===== src/rtl/core/fsdt_pkg.sv =====
// shared types and constants of the finite-state transducer
`default_nettype none
package fsdt_pkg;

  // translation bytes carried by one table entry
  localparam int unsigned DataBytes = 4;
  localparam int unsigned ByteIdxW  = 2;

  // request kinds
  typedef enum logic [1:0] {
    REQ_WR_ENTRY = 2'd0,
    REQ_WR_FLAG  = 2'd1,
    REQ_SYMBOL   = 2'd2,
    REQ_EOW      = 2'd3
  } fsdt_req_e;

  // result kinds
  localparam logic KindSymbol  = 1'b0;
  localparam logic KindVerdict = 1'b1;

  // controller states
  typedef enum logic [2:0] {
    ST_IDLE,
    ST_DISPATCH,
    ST_WRITE,
    ST_MATCH,
    ST_EMIT,
    ST_VERDICT
  } fsdt_state_e;

  // controller to datapath commands
  typedef struct packed {
    logic in_ready;
    logic rd_row;
    logic wr_row;
    logic wr_flag;
    logic take_hit;
    logic emit_sym;
    logic emit_verdict;
  } fsdt_cmd_t;

  // datapath to controller status
  typedef struct packed {
    fsdt_req_e req;
    logic      in_valid;
    logic      entry_ok;
    logic      flag_ok;
    logic      rejected;
    logic      hit;
    logic      len_zero;
    logic      emit_last;
    logic      out_free;
  } fsdt_sts_t;

endpackage
`default_nettype wire


===== src/rtl/core/fsdt_ctrl.sv =====
// controller state machine of the transducer
`default_nettype none
module fsdt_ctrl (
  input  wire logic                clk_i,
  input  wire logic                rst_ni,
  input  wire fsdt_pkg::fsdt_sts_t sts_i,
  output fsdt_pkg::fsdt_cmd_t      cmd_o
);
  import fsdt_pkg::*;

  fsdt_state_e state_q, state_d;

  // state register
  always_ff @(posedge clk_i or negedge rst_ni) begin
    if (!rst_ni) begin
      state_q <= ST_IDLE;
    end else begin
      state_q <= state_d;
    end
  end

  // next state and commands
  always_comb begin
    state_d = state_q;
    cmd_o   = '0;
    unique case (state_q)
      ST_IDLE: begin
        cmd_o.in_ready = 1'b1;
        if (sts_i.in_valid) state_d = ST_DISPATCH;
      end
      ST_DISPATCH: begin
        unique case (sts_i.req)
          REQ_WR_ENTRY: begin
            if (sts_i.entry_ok) begin
              cmd_o.rd_row = 1'b1;
              state_d      = ST_WRITE;
            end else begin
              state_d = ST_IDLE;
            end
          end
          REQ_WR_FLAG: begin
            cmd_o.wr_flag = sts_i.flag_ok;
            state_d       = ST_IDLE;
          end
          REQ_SYMBOL: begin
            if (sts_i.rejected) begin
              state_d = ST_IDLE;
            end else begin
              cmd_o.rd_row = 1'b1;
              state_d      = ST_MATCH;
            end
          end
          REQ_EOW: state_d = ST_VERDICT;
          default: state_d = ST_IDLE;
        endcase
      end
      ST_WRITE: begin
        cmd_o.wr_row = 1'b1;
        state_d      = ST_IDLE;
      end
      ST_MATCH: begin
        cmd_o.take_hit = 1'b1;
        if (!sts_i.hit || sts_i.len_zero) state_d = ST_IDLE;
        else state_d = ST_EMIT;
      end
      ST_EMIT: begin
        if (sts_i.out_free) begin
          cmd_o.emit_sym = 1'b1;
          if (sts_i.emit_last) state_d = ST_IDLE;
        end
      end
      ST_VERDICT: begin
        if (sts_i.out_free) begin
          cmd_o.emit_verdict = 1'b1;
          state_d            = ST_IDLE;
        end
      end
      default: state_d = ST_IDLE;
    endcase
  end

endmodule
`default_nettype wire


===== config.mk =====
export PLATFORM = sky130hd
export DESIGN_NAME = fsdt_ctrl
export DESIGN_NICKNAME = d
export VERILOG_FILES = /design/src/rtl/core/fsdt_pkg.sv /design/src/rtl/core/fsdt_ctrl.sv
export SDC_FILE = /design/constraint.sdc
export NUM_CORES = 1
export LEC_CHECK = 0
export BUFFER_PORTS_ARGS = -buffer_cell sky130_fd_sc_hd__buf_4
export CORE_AREA = 2 2 39 41
export CTS_BUF_LIST = sky130_fd_sc_hd__clkbuf_4 sky130_fd_sc_hd__clkbuf_8
export CTS_CLUSTER_DIAMETER = 150
export DETAILED_ROUTE_END_ITERATION = 10
export DIE_AREA = 0 0 41 43
export PLACE_DENSITY = 0.45
export RECOVER_POWER = 100
export SETUP_SLACK_MARGIN = 0.15
export SYNTH_ARGS = -nofsm -noshare
export SYNTH_HDL_FRONTEND = slang
export SYNTH_SLANG_ARGS = --single-unit

===== constraint.sdc =====
create_clock -name clk_i -period 1.14 [get_ports clk_i]
set_clock_uncertainty 0.2 [all_clocks]
set_input_delay 0.114 -clock clk_i [delete_from_list [all_inputs] [get_ports clk_i]]
set_output_delay 0.114 -clock clk_i [all_outputs]
set_load 0.05 [all_outputs]

==> run_results.csv <==
group,metric,value,unit
outcome,outcome,"finished, violations left",
outcome,violations,"hold timing, setup timing",
clock_tree,cts.sinks,3,
logic_synthesis,synth-seq-cells,3,
timing,period_minus_slack,1590,ps
finish,final_cell_area,633,um2
clock_tree,clk_pin_slew,40,ps
timing,whs,-121,ps
finish,top_register,"state_q",
floorplanning,die_area,1760,um2
logic_synthesis,synthCells,30,
logic_synthesis,yosys_warnings,0,
routing,routed_wl,740,um
grt,grt_use_total,0.106,
pwr,peakVddDrop,0.911,mV
timing,worst_pin_slew,310,ps
finish,biggestRegsByFlops,"state_q: 3 flops",
grt,grt_antenna_before_repair,0,
routing,routedWlPerCell,9.37,um
logic_synthesis,post_synth.cell_area_avg,7.51,um2
grt,grt_pass1_vias,342,
finish,nNetsFinal,76,
grt,grt_max_degree,8,
grt,grt_pass1_wl,1.23,mm
hold_path,holdPathStages,2,
critical_path,required,830,ps
timing,setup-tns-final,-3140,ps
job,maxCapViolations,0,
clock_tree,clock_latency,240,ps
grt,grt_overflow,0,
finish,register_area,78.8,um2
timing,timing.fmax,630,MHz
logic_synthesis,synth_fp_nets,42,
finish,drive_above_1_share,0.794,
logic_synthesis,synthFlopType,"dfrtp_1",
pwr,p_total,1.33,mW
finish,multi_input_area,228,um2
floorplanning,die_w,41,um
routing,vias,340,
placement,portBuffers,18,
clock_tree,ctsHoldBuffers,1,
timing,hold_viol,3,
routing,ant_nets,0,
floorplanning,core_area,1380,um2
placement,post-dp-hpwl,589,um
clock_tree,cts_tree,"built",
logic_synthesis,synth_area,225,um2
routing,first_pass_iters,2,
floorplanning,rows,14,
logic_synthesis,ys_seq_area_frac,0.333,
timing,rsz0062_at_grt,"true",
placement,place_area,500,um2
clock_tree,clk_path_buf_depth,2,
finish,area_growth,181,%
critical_path,max_stage_delay,420,ps
finish,fillers,156,
finish,layout_commonest_cell,"buf_4",
critical_path,crit_fanout,4,
routing,drt_iter0_markers,1,
timing,final_max_slew_viol_count,0,
routing,remaining_drc_errors,0,
logic_synthesis,ys_types,18,
critical_path,crit_path_end_kind,"primary output",
placement,gp_congestion,0.697,
pwr,power.density,2100,nW/um2
critical_path,crit_family,"simple AND/OR/NAND/NOR gates",
placement,pre_cts_ws,-244,ps
critical_path,critPathSlowestCell,"dfrtp_2",
logic_synthesis,async_flop_share,1.00,
clock_tree,cts_buffers,3,
critical_path,criticalPathCategory,"reg -> out",
critical_path,path_depth,4,
finish,num_antenna_cells,0,
floorplanning,die_h,43,um
finish,largest_register_ffs,3,
critical_path,worstPathArrival,1270,ps
pwr,p_leak,0.297,nW
critical_path,cp-start-kind,"flip-flop",
floorplanning,io_pins,19,
timing,worst_slack,-447,ps
clock_tree,cts-root-buf,"clkbuf_4",
timing,max_slew_margin,0.788,
timing,setup_violations,9,
timing,post-route-period-util,1.39,
logic_synthesis,synth-edff-count,0,
finish,final_cell_mix,"buf_4, buf_6, inv_1, clkbuf_4, dfrtp_2",
hold_path,hp-class,"in -> reg",
routing,via_per_inst,4.30,
floorplanning,initial_utilization,0.163,
finish,fin_util,0.458,
critical_path,rr_worst_depth,4,
critical_path,path_buf_inv,1,
clock_tree,htree_levels,1,
critical_path,crit_chain,"nor2_4, nand3_2, nor3b_4, buf_6",
-- report_power, final --
part           switching [mW]  internal, mW
clock network          0.0616         0.155
registers              0.0730         0.152
logic                   0.460         0.429
-- final cells by class --
class                   count  share of cell area
clock buffers               4              0.0474
repair buffers             30               0.413
flip-flops and latches      3               0.125
well taps                  16              0.0316
inverters                   4              0.0237
multi-input cells          22               0.360
-- final timing paths --
check                                        from                endpoint  slack, ps
max reg2reg                state_q[1]$_DFFE_PN0P_  state_q[2]$_DFFE_PN0P_       -280
max in group asynchronous                  rst_ni  state_q[0]$_DFFE_PN0P_        570
max                        state_q[1]$_DFFE_PN0P_                cmd_o[3]       -450
min reg2reg                state_q[1]$_DFFE_PN0P_  state_q[0]$_DFFE_PN0P_        290
min                                      sts_i[8]  state_q[1]$_DFFE_PN0P_       -120
min in group asynchronous                  rst_ni  state_q[1]$_DFFE_PN0P_         10
-- through the flow --
| stage | hold WS (ps) | instances |
|---|---|---|
| after global placement | -296 | 71 |
| after floorplan | -382 | 30 |
| after detailed placement | -294 | 71 |
| final | -121 | 79 |
| after global routing | -118 | 79 |
| after CTS | -132 | 79 |
-- worst reg2reg max path: stages, from the launching register on --
cell and delay (ps):
dfrtp_2 420, buf_4 150, and3b_2 210, a32oi_2 200, o21ai_1 100
-- cell usage after synthesis, types with 2 or more instances --
| master | count | area share |
|---|---|---|
| nor2_1 | 3 | 0.050 |
| nor3_1 | 3 | 0.067 |
| nor3b_1 | 2 | 0.067 |
| nand2_1 | 3 | 0.050 |
| inv_1 | 4 | 0.067 |
| dfrtp_1 | 3 | 0.33 |
-- what timing repair did --
action,CTS,global route
gates resized for setup,16,2
gates cloned,0,0
setup buffers,3,0
endpoints found under the hold margin,6,3
pin swaps,2,3
setup endpoints to repair,10,10
-- metal layers --
metal,up-vias,track usage,part of all wire
met5,-,0,0
met2,16,0.166,0.54
li1,173,-,-
met4,0,0.0800,0.024
met3,2,0.0314,0.061
met1,149,0.110,0.37
-- cells by family after synthesis --
group | count (synthesis) | share of synthesized area
buf+inv | 5 | 0.0888
compound gates | 6 | 0.183
mux | 1 | 0.0444
flops | 3 | 0.333
simple gates | 15 | 0.350
Power figures use the tool's default switching activity.
